`config.mk`:
```
export PLATFORM = sky130hd
export DESIGN_NAME = stable_priority_event_queue_top
export DESIGN_NICKNAME = d
export VERILOG_FILES = /design/src/rtl/spq_pkg.sv /design/src/rtl/spq_cell.sv /design/src/rtl/stable_priority_event_queue_top.sv
export SDC_FILE = /design/constraint.sdc
export NUM_CORES = 1
export LEC_CHECK = 0
export BUFFER_PORTS_ARGS = -buffer_cell sky130_fd_sc_hd__buf_2
export CAP_MARGIN = 20
export CORE_UTILIZATION = 55
export CTS_CLUSTER_DIAMETER = 100
export CTS_CLUSTER_SIZE = 24
export DETAILED_ROUTE_END_ITERATION = 10
export GPL_TIMING_DRIVEN = 0
export PLACE_DENSITY = 0.72
export SYNTH_ARGS = -nofsm -noshare
export SYNTH_HDL_FRONTEND = slang
export SYNTH_SLANG_ARGS = --single-unit
```
`constraint.sdc`:
```
create_clock -name clk -period 4.3 [get_ports clk]
set_input_delay 1.075 -clock clk [delete_from_list [all_inputs] [get_ports clk]]
set_output_delay 1.075 -clock clk [all_outputs]
set_load 0.05 [all_outputs]
```
`src/rtl/spq_pkg.sv`:
```
// ----------------------------------------------------------------------------
// Stable priority event queue package
// Sizes, codes and beat types shared by the queue, its cells and its checker.
// ----------------------------------------------------------------------------
package spq_pkg;

	localparam int QUEUE_DEPTH   = 16;
	localparam int PRIORITY_BITS = 4;
	localparam int TAG_BITS      = 8;
	localparam int CNT_W         = $clog2(QUEUE_DEPTH + 1);

	// Request kinds.
	localparam logic REQ_INSERT = 1'b0;
	localparam logic REQ_REMOVE = 1'b1;

	typedef enum logic [1:0] {
		ST_OK    = 2'd0,
		ST_EMPTY = 2'd1,
		ST_FULL  = 2'd2
	} spq_status_t;

	typedef struct packed {
		logic                     req_type;
		logic [TAG_BITS-1:0]      event_tag;
		logic [PRIORITY_BITS-1:0] event_priority;
	} spq_req_t;

	typedef struct packed {
		spq_status_t              status;
		logic [TAG_BITS-1:0]      out_tag;
		logic [PRIORITY_BITS-1:0] out_priority;
		logic                     head_valid;
		logic [PRIORITY_BITS-1:0] head_priority;
		logic [CNT_W-1:0]         entry_count;
	} spq_rsp_t;

	// One stored event.
	typedef struct packed {
		logic [PRIORITY_BITS-1:0] prio;
		logic [TAG_BITS-1:0]      tag;
	} spq_entry_t;

	// Command broadcast to every cell of the chain.
	typedef struct packed {
		logic       ins;
		logic       rem;
		spq_entry_t item;
	} spq_cmd_t;

endpackage

```
`src/rtl/spq_cell.sv`:
```
// ----------------------------------------------------------------------------
// Queue cell
// One slot of the sorted chain: keeps, takes the new event, or shifts.
// ----------------------------------------------------------------------------
module spq_cell import spq_pkg::*; (
	input  logic       clk,
	input  spq_cmd_t   cmd,
	input  logic       occupied,
	input  logic       left_keep,
	input  spq_entry_t left_entry,
	input  spq_entry_t right_entry,
	output spq_entry_t entry,
	output logic       keep
);

	spq_entry_t entry_q;

	// An occupied slot that is no less urgent than the new event stays put,
	// which places equal priorities behind earlier arrivals.
	assign keep  = occupied && (entry_q.prio <= cmd.item.prio);
	assign entry = entry_q;

	always_ff @(posedge clk) begin
		if (cmd.ins) begin
			if (!keep) begin
				entry_q <= left_keep ? cmd.item : left_entry;
			end
		end else if (cmd.rem) begin
			entry_q <= right_entry;
		end
	end

endmodule

```
`src/rtl/stable_priority_event_queue_top.sv`:
```
// ----------------------------------------------------------------------------
// Stable priority event queue
// Bounded queue of events kept sorted by priority in a chain of cells.
// ----------------------------------------------------------------------------
//
//  channel | valid     | ready     | payload | direction
//  --------+-----------+-----------+---------+----------
//  request | req_valid | req_ready | req     | in
//  result  | rsp_valid | rsp_ready | rsp     | out
//
// Every request beat yields exactly one result beat, registered in the cycle
// after acceptance. The queue takes one request per cycle while req_ready is
// high: all cells compare against the new priority and shift in the same
// cycle, so no step iterates. A request is taken whenever the result register
// is empty or being drained, so a stalled consumer holds the queue for exactly
// as long as it stalls. Reset clears the entry count and the result valid;
// slot contents are not reset, and only slots below the count are ever shown.
//
module stable_priority_event_queue_top import spq_pkg::*; (
	input  logic     clk,
	input  logic     arst_n,
	input  logic     req_valid,
	output logic     req_ready,
	input  spq_req_t req,
	output logic     rsp_valid,
	input  logic     rsp_ready,
	output spq_rsp_t rsp
);

	logic [CNT_W-1:0] count_q;
	logic             rsp_valid_q;
	spq_rsp_t         rsp_q;

	spq_cmd_t         cmd;
	spq_entry_t       ent  [QUEUE_DEPTH];
	logic             keep [QUEUE_DEPTH];
	logic             occ  [QUEUE_DEPTH];

	logic accept;
	logic is_ins;
	logic full;
	logic empty;
	logic do_ins;
	logic do_rem;
	spq_rsp_t rsp_d;
	logic [CNT_W-1:0] count_d;

	// The result register parts the two sides: a new request is taken in the
	// same cycle that the waiting result leaves.
	assign req_ready = !rsp_valid_q || rsp_ready;
	assign accept    = req_valid && req_ready;

	assign is_ins = (req.req_type == REQ_INSERT);
	assign full   = (count_q == CNT_W'(QUEUE_DEPTH));
	assign empty  = (count_q == '0);
	assign do_ins = accept && is_ins && !full;
	assign do_rem = accept && !is_ins && !empty;

	assign cmd.ins       = do_ins;
	assign cmd.rem       = do_rem;
	assign cmd.item.prio = req.event_priority;
	assign cmd.item.tag  = req.event_tag;

	// The chain of cells. Slot 0 is the head. On an insert a cell that does not
	// stay takes the new event if its left neighbor stays, else shifts one place
	// right. On a remove every cell takes its right neighbor's entry; the tail keeps its own.
	for (genvar i = 0; i < QUEUE_DEPTH; i++) begin : g_cell
		assign occ[i] = (count_q > CNT_W'(i));

		if (i == 0) begin : g_head
			spq_cell u_cell (
				.clk         (clk),
				.cmd         (cmd),
				.occupied    (occ[i]),
				.left_keep   (1'b1),
				.left_entry  (cmd.item),
				.right_entry (ent[i+1]),
				.entry       (ent[i]),
				.keep        (keep[i])
			);
		end else if (i == QUEUE_DEPTH - 1) begin : g_tail
			spq_cell u_cell (
				.clk         (clk),
				.cmd         (cmd),
				.occupied    (occ[i]),
				.left_keep   (keep[i-1]),
				.left_entry  (ent[i-1]),
				.right_entry (ent[i]),
				.entry       (ent[i]),
				.keep        (keep[i])
			);
		end else begin : g_mid
			spq_cell u_cell (
				.clk         (clk),
				.cmd         (cmd),
				.occupied    (occ[i]),
				.left_keep   (keep[i-1]),
				.left_entry  (ent[i-1]),
				.right_entry (ent[i+1]),
				.entry       (ent[i]),
				.keep        (keep[i])
			);
		end
	end

	// Result for the accepted request, formed from the cells before they move.
	always_comb begin
		rsp_d              = '0;
		count_d            = count_q;
		rsp_d.status       = ST_OK;
		rsp_d.head_priority = empty ? '0 : ent[0].prio;
		if (is_ins) begin
			if (full) begin
				rsp_d.status = ST_FULL;
			end else begin
				count_d = count_q + CNT_W'(1);
				// The new event becomes the head unless the head stays.
				if (empty || !keep[0]) begin
					rsp_d.head_priority = req.event_priority;
				end
			end
		end else begin
			if (empty) begin
				rsp_d.status = ST_EMPTY;
			end else begin
				count_d            = count_q - CNT_W'(1);
				rsp_d.out_tag      = ent[0].tag;
				rsp_d.out_priority = ent[0].prio;
				rsp_d.head_priority = (count_q > CNT_W'(1)) ? ent[1].prio : '0;
			end
		end
		rsp_d.head_valid  = (count_d != '0);
		rsp_d.entry_count = count_d;
	end

	always_ff @(posedge clk or negedge arst_n) begin
		if (!arst_n) begin
			count_q     <= '0;
			rsp_valid_q <= 1'b0;
		end else begin
			if (accept) begin
				count_q     <= count_d;
				rsp_valid_q <= 1'b1;
			end else if (rsp_ready) begin
				rsp_valid_q <= 1'b0;
			end
		end
	end

	always_ff @(posedge clk) begin
		if (accept) begin
			rsp_q <= rsp_d;
		end
	end

	assign rsp_valid = rsp_valid_q;
	assign rsp       = rsp_q;

endmodule

```
# == Word level (Yosys, flattened, before mapping) ==
# Cells that the tools add are included.
# classes
addsub,2
multipliers,0
div_mod_pow,0
n_lt_le_gt_ge,32
n_eq_ne,16
shifts,0
n_mux,74
n_bitwise,2
reduce_logical,48
# ops
op,count
$mux 12,60
$le 4x4->1,16
$gt 5x4->1 const B,8
$reduce_and 2->1,16
$ne 2x2->1 const B,15
$mux 4,6
$logic_and 1x1->1,21
$gt 5x3->1 const B,4
$mux 5,3
$gt 5x1->1 const B,2
$gt 5x2->1 const B,2
$add 5x1->5 const B,1
$eq 5x5->1 const B,1
$logic_not 5->1,1
$reduce_bool 5->1,1
$sub 5x1->5 const B,1
$logic_not 1->1,4
$mux 2,2
$reduce_bool 2->1,2
$mux 1,3
$logic_or 1x1->1,2
$not 1->1,2
$reduce_or 2->1,1
# word_totals
reg_bits,222
latchBits,0
ram_bits,0
rom_bits,0
inputBits,17
output_inout_bits,26
word_cells,214
n_memories,0

# == Logic depth before layout (Yosys ltp) ==
# Gate-level depths: netlist of the first run.
# depth
depth_word,7
mapped_depth,12
depth_no_buf,8

# == Modules after synthesis ==
# Synthesis of the first run repeated with hierarchy kept, for this count alone.
# hier_totals
cells_unflattened,1310
area_unflattened_um2,13588.0
# by_module_without_submodules
mod,n_inst,cells_each,area_each_um2,seq_area_each_um2
spq_cell,16,72,745.7,360.3
stable_priority_event_queue_top,1,158,1656.6,870.8

# == Worst setup path after synthesis of the first run ==
# OpenSTA, ideal clock, no wires.
# synth_timing
path_kind,input port to flip-flop
start,input rsp_ready
end,"register g_cell[13].g_mid.u_cell.entry_q (netlist bit g_cell[13].g_mid.u_cell.entry[0]), enable pin"
setup_time_ns,0.398
t_arrival_ns,3.711
t_required_ns,3.902
slack_ns,0.192
path_stages,8
n_path_buf,4
path_cell_list,nand2b_1 > and2_1 > buf_2 > nand2_1 > buf_2 > buf_2 > buf_2 > o21ai_0
# synth_via
elab_chain_len,6
word_cells_on_any_way,9
classes_between,eq/ne: 1; reduce/logical: 8
# synth_lines
element,line,rtl
"start, declared",stable_priority_event_queue_top.sv:26,"input logic rsp_ready,"
$logic_or 1x1->1 *,stable_priority_event_queue_top.sv:50,assign req_ready = !rsp_valid_q || rsp_ready;
$logic_and 1x1->1 *,stable_priority_event_queue_top.sv:51,assign accept = req_valid && req_ready;
named net accept,stable_priority_event_queue_top.sv:39,logic accept;
$logic_and 1x1->1 (on tied branches) (2 in series),"stable_priority_event_queue_top.sv:56, stable_priority_event_queue_top.sv:57",
$ne 2x2->1 (no line) or $reduce_bool 2->1 (tied branches),-,
$reduce_and 2->1 (no line) *,-,
"end signal, assigned",spq_cell.sv:26,entry_q <= left_keep ? cmd.item : left_entry;
"end signal, assigned",spq_cell.sv:29,entry_q <= right_entry;
"end, declared",spq_cell.sv:16,spq_entry_t entry_q;
# The timed path passes the listed nets; every way through them passes the cells marked *.
# A chain may end at the register's enable or synchronous reset.

# == Worst setup path in the final report of the first run ==
# layout_timing
start,input req[2] (netlist name)
end,"register g_cell[1].g_mid.u_cell.entry_q (netlist bit g_cell[1].g_mid.u_cell.entry[5]), enable pin"
# layout_via
elab_chain_len,4
# layout_lines
element,line,rtl
"start, declared",stable_priority_event_queue_top.sv:24,"input spq_req_t req,"
$le 4x4->1,spq_cell.sv:20,assign keep = occupied && (entry_q.prio <= cmd.item.prio);
$logic_and 1x1->1,spq_cell.sv:20,
$ne 2x2->1 (no line),-,
$reduce_and 2->1 (no line),-,
"end signal, assigned",spq_cell.sv:26,
"end signal, assigned",spq_cell.sv:29,
"end, declared",spq_cell.sv:16,
# Every way passes these cells.

==> metrics list, run 1 <==
- After the first detailed-routing iteration, the DRC count stood at 960.
- Top achievable clock speed: roughly 240 MHz
* Fraction of power spent switching nets: between 30% and 40%
* Clk_lat worst skew: 0.49 ns
- Placeable core region: 0.0219 mm2
* Buffers from clock root to sink, at most: 3
* Antenna diodes: 0
- The total overflow left after global routing is 0.
* Area overhead of the layout relative to synthesis: 8.10%
- Wires add up to 32300 um.
- Cell internal power was estimated by the tool at 4.37 mW.
* CP Capture Point: g_cell[1].g_mid.u_cell.entry[5]
* Placed wire-length estimate after detailed placement: 24400 um
- Async set or reset register ratio after synthesis: 2.70%
- Fraction of final layout cells sized beyond drive strength 1: 11.8%
* Setup-violating endpoint count in the final report: 0
* Number of nets in the layout: 1248
- Most common cell after layout, fill and taps aside: edfxtp_1
* Gr usage total: 28.9%
- Entering global routing, the biggest net connects 34 pins.
- Setup total negative slack on the finished layout was measured at 0 ns.
- The critical path goes through clkbuf_1, inv_1, ha_1, and4b_1, a211oi_1, o21ai_0, and2_1, nand2b_1.
* Slowest-stage cell, CP: nand2b_1
- Iteration count of the initial detailed-routing pass: 5
- The die is approximately 150 um wide.
* Startpoint class of the critical path: input port
* Commonest cells after routing, fill and taps aside: 216 x edfxtp_1, 152 x nand2_1, 122 x o21ai_0
- The routed layout has 9218 vias.
- After technology mapping, the gate count stands at 1096.
- Measured against its own limit, the worst slew margin works out to between 50% and 60%.
- Counting every net in the synthesized netlist gives 1183.
- In this run the mean area of a mapped cell was 11.2 um2.
* R2R cell count: 11
- Clock network power share: 18.5%
- Instance area at placement: 0.0129 mm2
- By area the synthesized netlist is led by edfxtp_1 53%, ha_1 7.1%, o21ai_0 5.3%.
- CTS built an H-tree with a depth of 1.
- At the pin with the least slew margin, the transition time is 0.742 ns.
- Setup slack on the worst reg-to-reg path comes out at 0.84 ns.
- Crit. End Element: register
- The startpoint identified for the worst register-to-register timing path is count_q[0].
- The tree is rooted in a clkbuf_16.
- The finished cells cover approximately 0.013 mm2.
- Sequential cells burn 45.9% of the power.
- Number of max-capacitance violations reported: 0
- GP Congestion: 0.861
- TritonCTS built the clock tree.
- VDD sags by at most 0.292 mV.
* Areal power density over the cells: 522 mW/mm2
- Combinational logic burns 35.6% of the power.
- Final core area utilization: roughly 61%
- Final Worst Setup Slack: 0.150 ns
- Post-synthesis instance area: 0.0123 mm2
- Hold violation count in the final report: 0
- The floorplan step defined a die boundary enclosing around 0.023 mm2.
* Count of cell types in the netlist: 55
* Clock transition at the register clock pins on the worst setup and hold paths after CTS: approximately 0.10 ns
- The via count of the first global-routing pass is 9059.
- The design draws 6.92 mW.
- The most used flip-flop cell after synthesis is edfxtp_1.
- On the final layout, the worst clock skew is 0.0248 ns.
- Classification of the worst setup path: input port to register
- Number of port buffers: 38
* Final Cycle Share: 96.5%
* Capture point of the worst reg-to-reg path: g_cell[15].g_tail.u_cell.entry[5]
- The total count of max-transition violations in the final report came to 0.
- For this configuration, the core starts out at a cell density of ~56%.
* Launching instance or port of the critical path: req[2]
- Cell accounting for the most synthesized area: edfxtp_1
* Remaining number of nets flagged by the antenna check after routing: 0
- Total net switching power: 2.56 mW
- Sequential elements use 54.0% of the synthesized area.
- Worst slack at placement: -0.271 ns
* Pleak: between 5 and 6 nW
- Row generation in the floorplan step produced 54 rows.
* Status: complete, no violations
- Counting flops and latches in the post-synthesis netlist gives 222.
- For the finished layout, the period the worst path requires is 4.15 ns.
- Data on the critical path arrives at its endpoint at 4.28 ns.
* Clock tree sinks: 222
- The path class of the tightest hold or removal check is input port to async pin.
- The initial antenna violation count came to 0.
- Die Ht: 151 um
* Global-route wire length before repair: 50100 um
- CP max stage delay: 0.58 ns
* Number of buffers added by the clock tree synthesis step: 13
- Via density per instance: between 6 and 7
- WL/cell: 22.4 um
- Of all nets on the critical path, the largest fanout is 16.
- DRC Markers: 0
- Count of yosys warnings during synthesis: 0
- Number of flops mapped to enable cells by yosys: 216
- The top cell type by area accounts for about 53% of the synthesized area.
* Required time of the critical path: 4.43 ns
- I/O pins: 43
[power groups by stage]
stage                     sequential [mW]  combinational, mW  clock (mW)
after CTS                            3.17               2.43        1.29
after global placement               3.21               2.31           0
after floorplan                      3.23               1.68           0
after global routing                 3.21               2.72        1.36
final                                3.18               2.47        1.28
after detailed placement             3.22               2.42           0
[through the flow]
step | hold slack, ns | cells
finish | 0.393 | 1444
global route | 0.400 | 1444
CTS | 0.395 | 1439
detailed placement | 0.522 | 1421
global placement | 0.501 | 1414
floorplan | 0.518 | 1096
[synth_stat cells (all sizes together) (3+ instances only)]
cell    number
nor3         6
and3         3
and4         3
o211ai      46
nor2        28
ha          70
o221ai       6
nand4       11
a22o         5
nand3       54
nand2b      11
nand2      154
a31oi        3
o21ai      131
a22oi       49
a21oi       32
o21bai       3
a221o       12
dfrtp        6
buf         47
nor2b       20
inv         28
and2        18
mux2        16
edfxtp     216
a21o         4
clkbuf      28
mux2i       64
[layout make-up]
type | instances | area [um2]
multi-input combinational | 770 | 5140
tap | 280 | 350
buffer | 75 | 393
inverter | 29 | 113
sequential | 222 | 6640
clock inverter | 3 | 27.5
fill | 1849 | 8620
timing repair buffer | 50 | 280
clock buffer | 15 | 333
[worst max-delay path: cells and delay by family]
kind / cells / cell delay [ns]
compound gates: 2 / 0.55
fa+ha+maj: 1 / 0.49
buf+inv: 2 / 1.05
simple gates: 3 / 1.09
[kinds of logic (layout without fill, tap and decap cells)]
kind of cell	count (synthesis)	count (layout)	share of synthesized area, %
simple gates	316	316	12.2
xor+xnor	2	2	0.143
buf+inv	104	172	4.09
mux	80	80	6.68
flops	222	222	54.0
compound gates	302	302	15.7
fa+ha+maj	70	70	7.13
[sequential cells by signal, summed over array words and instances (netlist names)]
register and cells:
g_cell.g_tail.u_cell.entry 12, g_cell.g_head.u_cell.entry 12, rsp 24, g_cell.g_mid.u_cell.entry 168
count_q 5, rsp_valid 1
[worst min-delay path by stage]
stage	endpoint	startpoint	depth (start not counted)
finish	count_q[1]	arst_n	1
global route	count_q[1]	arst_n	1
CTS	count_q[1]	arst_n	1
detailed placement	rsp_valid	rsp_valid	2
global placement	rsp_valid	rsp_valid	2
floorplan	g_cell[13].g_mid.u_cell.entry[0]	g_cell[14].g_mid.u_cell.entry[0]	2
[per-layer routing]
metal | global-route usage, % | wire length (um) | up-vias
li1 | - | - | 4272
met1 | 41.2 | 13900 | 4490
met2 | 45.8 | 15000 | 396
met3 | 2.89 | 2280 | 60
met4 | 10.7 | 1120 | 0
met5 | 0 | 0 | -
[timing repair]
| action | 4_1_cts | 5_1_grt |
|---|---|---|
| resized for setup | 0 | 1 |
| hold endpoints to repair | 0 | 0 |
| buffers inserted | 0 | 5 |
| setup endpoints to repair | 0 | 9 |
| hold buffers | 0 | 0 |
(Power assumes the default switching activity.)
==> run 2: changes to the inputs <==
--- a/config.mk
+++ b/config.mk
@@ -11,8 +11,9 @@
 export CTS_CLUSTER_DIAMETER = 100
 export CTS_CLUSTER_SIZE = 24
 export DETAILED_ROUTE_END_ITERATION = 10
-export GPL_TIMING_DRIVEN = 0
+export GPL_TIMING_DRIVEN = 1
 export PLACE_DENSITY = 0.72
 export SYNTH_ARGS = -nofsm -noshare
 export SYNTH_HDL_FRONTEND = slang
+export SYNTH_HIERARCHICAL = 1
 export SYNTH_SLANG_ARGS = --single-unit
==> metrics list, run 2 <==
- GR met1 Demand/Resource: 32.5% (-8.7 points)
- Met2 demand-to-capacity share in global routing: 40.1% (-5.7 points)
* Clock root cell: clkbuf_16
- Signal arrival time at the worst endpoint: 3.47 ns (-0.81 ns)
- The average vias per placed instance was 5.82 (-8.8%).
* I/O pins: 43 (unchanged)
- Capture point of the worst reg-to-reg path: g_cell[2].g_mid.u_cell/entry[10]
- Launching instance or port of the critical path: count_q[0]
* Gr usage total: 24.1% (-4.8 points)
* CP Capture Point: g_cell[2].g_mid.u_cell/entry[10]
- The iteration-0 DRC count of the detailed router is 809 (-16%).
- Hold violation count in the final report: 0 (unchanged)
- Antenna diodes: 0 (unchanged)
* Global-route met3 utilization: 2.68% (-0.21 points)
- The aggregate negative setup slack came to 0 ns (unchanged).
* CP max stage delay: 0.57 ns (about the same)
- Number of cells after detailed placement: 1629 (+15%)
* Number of buffers added by the clock tree synthesis step: 13 (unchanged)
- Required time of the critical path: 4.42 ns (about the same)
- The number of fillers in the final layout is 2041 (+10%).
* R2R cell count: 10 (-1)
* Vias in the first global route: 9306 (+2.7%)
* Post_cts resized: 0 (unchanged)
- TritonCTS built the clock tree.
- Post-synthesis instance area: 0.0136 mm2 (+11%)
* Pleak: 5.95 nW (+17%)
- The worst slack at placement was 0.754 ns (+1.03 ns).
* Placeable core region: 0.0242 mm2 (+11%)
* # hold bufs at CTS: 0 (unchanged)
- Setup-violating endpoint count in the final report: 0 (unchanged)
* Startpoint class of the critical path: register
* Classification of the worst setup path: register to register
* Floorplan die width: 159 um (+5.1%)
* FF-to-FF setup slack: 0.95 ns (+0.11 ns)
* Routed via count: 9583 (+4.0%)
- The number of maximum-capacitance violations is 0 (unchanged).
* Pin count of the biggest net entering global routing: 114 (+240%)
- RSZ-0062 raised after global routing: no
* Floorplan row count: 57 (+5.6%)
- The worst vdd rail ir drop is 0.252 mV (-14%).
- The mean instance size in the synthesized netlist came to 10.4 um2 (-7.3%).
- The iteration count of the initial detailed-routing pass came to 7 (+2).
* Areal power density over the cells: 507 mW/mm2 (-2.8%)
* Largest driver fanout on the critical path: 19 (+3)
* Die Ht: 159 um (+5.1%)
- Count of mapped cells out of synthesis: 1307 (+19%)
- The die footprint was 0.0253 mm2 (+10%).
- Final critical delay including setup and external delays: 3.35 ns (-0.802 ns)
- Slowest-stage cell, CP: o21a_1
* Buffers from clock root to sink, at most: 3 (unchanged)
- Clk_lat worst skew: 0.48 ns (about the same)
- The H-tree level count came to 1 (unchanged).
* WL/cell: 18.5 um (-17%)
* Most common cell after layout, fill and taps aside: a21oi_1
- The post-route worst hold slack was 0.401 ns (+0.00810 ns).
- Final Routed Wirelength: 30400 um (-5.8%)
* Final Cycle Share: 77.9% (-19 points)
- GRT Max-Usage Layer: met2
* Max reg flops: 168 (unchanged)
* Clock transition at the register clock pins on the worst setup and hold paths after CTS: 0.09 ns (about the same)
* Number of nets in the layout: 1407 (+13%)
- The relative slew slack came to 31.1% (-19 points).
* Final core area utilization: 58.9% (-1.7 points)
- The initial antenna violation count was 0 (unchanged).
- Remaining number of nets flagged by the antenna check after routing: 0 (unchanged)
* Cell occurring most often along the worst timing path: nor2_1
- The run finished with clean final reports.
* Top achievable clock speed: 299 MHz (+24%)
- The number of sinks on the clock net came to 222 (unchanged).
* Global-route wire length before repair: 49400 um (-1.4%)
- The quantity of I/O buffers inserted on ports was 42 (+11%).
* DRC Markers: 0 (unchanged)
- The detailed-placement wirelength estimate is 21400 um (-12%).
* Tightest Hold Check Type: input port to async pin
- The area growth from synthesis to layout is 5.22%.
- The last weighted congestion value of the routability-driven placer came to 0.815 (-5.3%).
- Fraction of final layout cells sized beyond drive strength 1: 7.34% (-4.4 points)
- Remaining global-route overflow: 0 (unchanged)
* Tightest Pin Transition: 1.03 ns (+0.291 ns)
- In this run the critical register-to-register path is launched from count_q[0].
- The final instance count without filler cells is 1646 (+14%).
- Count of yosys warnings during synthesis: 6 (+6)
* Setup Fix Bufs, Post-CTS: 0 (unchanged)
- Final clock skew: 0.0122 ns (-0.0127 ns)
- Critical-path cell list: inv_1, ha_1, nor4b_4, inv_2, nand2_1, nor2_1, buf_4, nor2_1, a21oi_1, o21a_1
* Final Worst Setup Slack: 0.952 ns (+0.802 ns)
- In the layout the commonest cells are 232 x a21oi_1, 226 x nor2_1, 216 x edfxtp_1.
* Crit. End Element: register
- Effective utilization at floorplan: 56.0% (-0.11 points)
- Number of max-slew violations in the final report: 0 (unchanged)
==> run 2: cell types whose count changed in the layout (fill, tap and decap cells not counted), sizes merged, moves of 28 or more <==
| cell | previous run | this run |
|---|---|---|
| clkbuf | 43 | 13 |
| a21oi | 32 | 232 |
| inv | 27 | 72 |
| o21ai | 131 | 36 |
| a22oi | 49 | 0 |
| mux2i | 64 | 193 |
| nor2 | 28 | 227 |
| nand3 | 54 | 1 |
| nand2 | 154 | 65 |
| o211ai | 46 | 1 |
| buf | 97 | 69 |
==> run 2: cell type report <==
class | count | area, um2 | share of cell area (%)
multi-input cells | 942 | 6190 | 43.4
well taps | 324 | 405 | 2.84
flip-flops and latches | 222 | 6640 | 46.5
clock buffers | 13 | 325 | 2.28
inverters | 72 | 270 | 1.89
repair buffers | 69 | 425 | 2.98
clock inverters | 4 | 26.3 | 0.184
==> run 2: power breakdown <==
part / internal (mW) / leakage (nW) / switching (mW)
Combinational: 1.11 / 3.68 / 1.69
Sequential: 2.89 / 2.10 / 0.291
Clock: 0.558 / 0.170 / 0.703
Total: 4.56 / 5.95 / 2.69
==> run 2: stage by stage <==
step                      power [mW]  instance area, um2
final                           7.24               14300
after global routing            7.67               14300
after CTS                       7.27               14300
after detailed placement        6.02               13900
after global placement          5.93               13900
after floorplan                 5.42               13600
==> run 2: worst min path at each step <==
stage	endpoint	slack, ns	cells after the start
3_3_place_gp	rsp_valid	0.51	2
5_1_grt	count_q[1]	0.40	1
4_1_cts	count_q[1]	0.39	1
3_5_place_dp	rsp_valid	0.54	2
6_report	count_q[1]	0.40	1
2_1_floorplan	rsp[14]	0.55	1
==> run 2: worst max-delay path, delay by kind of cell, from the launching register on <==
kind / cells / cell delay [ns]
buf+inv: 3 / 0.78
compound gates: 2 / 0.70
simple gates: 4 / 0.68
flops: 1 / 0.52
fa+ha+maj: 1 / 0.28
==> run 2: routing by layer <==
layer  vias to the layer above  share of wire, %  routed length, um
li1                       4708                 -                  -
met1                      4578                45              13800
met2                       232                47              14300
met3                        65               4.1               1240
met4                         0               3.5               1070
met5                         -                 0                  0
==> run 3: changes to the inputs <==
==> constraint.sdc (replaced) <==
create_clock -name clk -period 3.1 [get_ports clk]
set_input_delay 0.775 -clock clk [delete_from_list [all_inputs] [get_ports clk]]
set_output_delay 0.775 -clock clk [all_outputs]
set_load 0.05 [all_outputs]
==> metrics list, run 3 (synthesis gave the netlist of run 2 again) <==
* Status: complete, no violations
* Final critical delay including setup and external delays: 2.82 ns (-0.525 ns)
* Commonest cells after routing, fill and taps aside: 232 x a21oi_1, 226 x nor2_1, 216 x edfxtp_1
* Final clock skew: 0.00977 ns (-0.00238 ns)
- Clock tree synthesis selected as its root buffer the cell clkbuf_16.
* Wire length the detailed router placed on met1: 13900 um (+0.53%)
* WL/cell: 18.5 um (about the same)
* Clock tree sinks: 222 (unchanged)
- Total Power Consumption: 10.3 mW (+42%)
* # H-tree levels: 1 (unchanged)
- The cell row count came to 57 (unchanged).
* Iteration count of the initial detailed-routing pass: 7 (unchanged)
- Area overhead of the layout relative to synthesis: 7.54%
- The highest metal layer carrying signal wires in the routed design is met4.
* Required time of the critical path: 3.24 ns (-1.18 ns)
- The clock latency on the worst-skew pair was 0.48 ns (about the same).
- Number of antenna violations at the first check in global routing: 0 (unchanged)
- Die Ht: 159 um (unchanged)
- Most common cell after layout, fill and taps aside: a21oi_1
- Number of port buffers: 42 (unchanged)
- The residual overflow from global routing is 0 (unchanged).
* Tightest Pin Transition: 0.734 ns (-0.299 ns)
- Hold violation count in the final report: 0 (unchanged)
- The horizontal die dimension came to 159 um (unchanged).
* Vias in the first global route: 9454 (+1.6%)
- The final antenna diode count is 0 (unchanged).
* Clock transition at the register clock pins on the worst setup and hold paths after CTS: 0.09 ns (about the same)
* Setup-violating endpoint count in the final report: 0 (unchanged)
* Buffers from clock root to sink, at most: 3 (unchanged)
- Pin count of the biggest net entering global routing: 169 (+48%)
* Classification of the worst setup path: register to register
* Final Routed Wirelength: 30700 um (+0.90%)
- Wire length on met3: 1210 um (-2.0%)
* Effective utilization at floorplan: 56.0% (unchanged)
- Pleak: 6.09 nW (+2.4%)
- Startpoint class of the critical path: register
- The final routed DRC violation total is 0 (unchanged).
* Fraction of final layout cells sized beyond drive strength 1: 9.58% (+2.2 points)
- Setup Fix Bufs, Post-CTS: 0 (unchanged)
- Largest driver fanout on the critical path: 18 (-1)
* Areal power density over the cells: 706 mW/mm2 (+39%)
- The last weighted congestion value of the routability-driven placer was 0.850 (+4.4%).
* Placed wire-length estimate after detailed placement: 21400 um (+0.31%)
- Number of buffers added by the clock tree synthesis step: 13 (unchanged)
- The final clock period utilization by the worst path came to 91.1% (+13 points).
* Signal arrival time at the worst endpoint: 2.97 ns (-0.50 ns)
* Total negative setup slack: 0 ns (unchanged)
- The worst vdd rail ir drop came to 0.496 mV (+97%).
* Number of max-capacitance violations reported: 0 (unchanged)
* # hold bufs at CTS: 0 (unchanged)
* Clock tree from TritonCTS: built
* DR iter-0 viols: 637 (-21%)
- STA classifies the critical path endpoint as a register.
- The die footprint came to 0.0253 mm2 (unchanged).
* RSZ-0062 raised after global routing: no
* Worst slack at placement: 0.0368 ns (-0.717 ns)
* Max reg flops: 168 (unchanged)
- Met2 Routed Length: 15000 um (+4.8%)
- The relative slew slack is 51.0% (+20 points).
- The total count of max-transition violations in the final report is 0 (unchanged).
- In this run the worst hold path is classified as input port to async pin.
- The remaining number of nets flagged by the antenna check after routing came to 0 (unchanged).
- The average vias per placed instance is 5.84 (+0.24%).
- Placeable core region: 0.0242 mm2 (unchanged)
* Gr usage total: 24.0% (-0.16 points)
- Number of nets in the layout: 1422 (+1.1%)
- The achievable clock frequency came to 354 MHz (+19%).
- Final Worst Setup Slack: 0.277 ns (-0.675 ns)
- The top-level port count is 43 (unchanged).
- The number of gates resized after cts is 0 (unchanged).
- The global-route wire length before repair was 49000 um (-0.84%).
- Routed via count: 9688 (+1.1%)
run 3: changes by cell type in the layout (fill, tap and decap cells not counted):
cell	before	now
o21a_2	0	15
buf_4	26	25
clkinv_2	0	1
o21a_1	16	1
buf_12	1	16
clkinv_1	3	1
nor2_2	0	1
run 3: per-layer routing:
layer / global-route usage (%) / up-vias
li1: - / 4755
met1: 32.5 / 4660
met2: 41.1 / 233
met3: 2.21 / 40
met4: 6.91 / 0
met5: 0 / -
run 3: path summary, 6_finish.rpt:
kind	startpoint	end	slack, ns	cells after the start
min reg2reg	rsp_valid	rsp_valid	0.55	2
max	count_q[1]	g_cell[12].g_mid.u_cell/entry[5]	0.28	8
max in group asynchronous	arst_n	count_q[0]	2.86	1
max reg2reg	count_q[1]	g_cell[12].g_mid.u_cell/entry[5]	0.28	8
min in group clk	req_valid	rsp_valid	0.51	2
min	arst_n	count_q[3]	0.10	1
run 3: final cells by class:
class / instances / area [um2]
clock buffer: 13 / 325
tap: 324 / 405
multi-input combinational: 943 / 6220
clock inverter: 3 / 23.8
timing repair buffer: 83 / 718
fill: 2037 / 9650
inverter: 72 / 270
sequential: 222 / 6640
run 3: where the power goes:
group	leakage, nW	internal [mW]	switching [mW]	total (mW)
registers	2.10	4.01	0.324	4.33
clock network	0.170	0.773	0.965	1.74
logic	3.83	1.78	2.46	4.24
run 3: through the flow:
| stage | std cells | hold WS (ns) | util [%] | area (um2) |
|---|---|---|---|---|
| global route | 1660 | 0.102 | 60.2 | 14600 |
| floorplan | 1309 | 0.479 | - | 13600 |
| detailed placement | 1643 | 0.535 | 58.7 | 14200 |
| CTS | 1659 | 0.0908 | 60.1 | 14600 |
| finish | 1660 | 0.104 | 60.2 | 14600 |
| global placement | 1643 | 0.505 | 58.7 | 14200 |
run 3: critical path, cell delays in order, from the launching register on:
cell and delay, ns:
dfrtp_1 0.39, inv_1 0.14, ha_1 0.27, or3b_4 0.45
o21ai_4 0.27, nor2_2 0.22, and2_1 0.21, a21oi_1 0.15
o21a_2 0.38
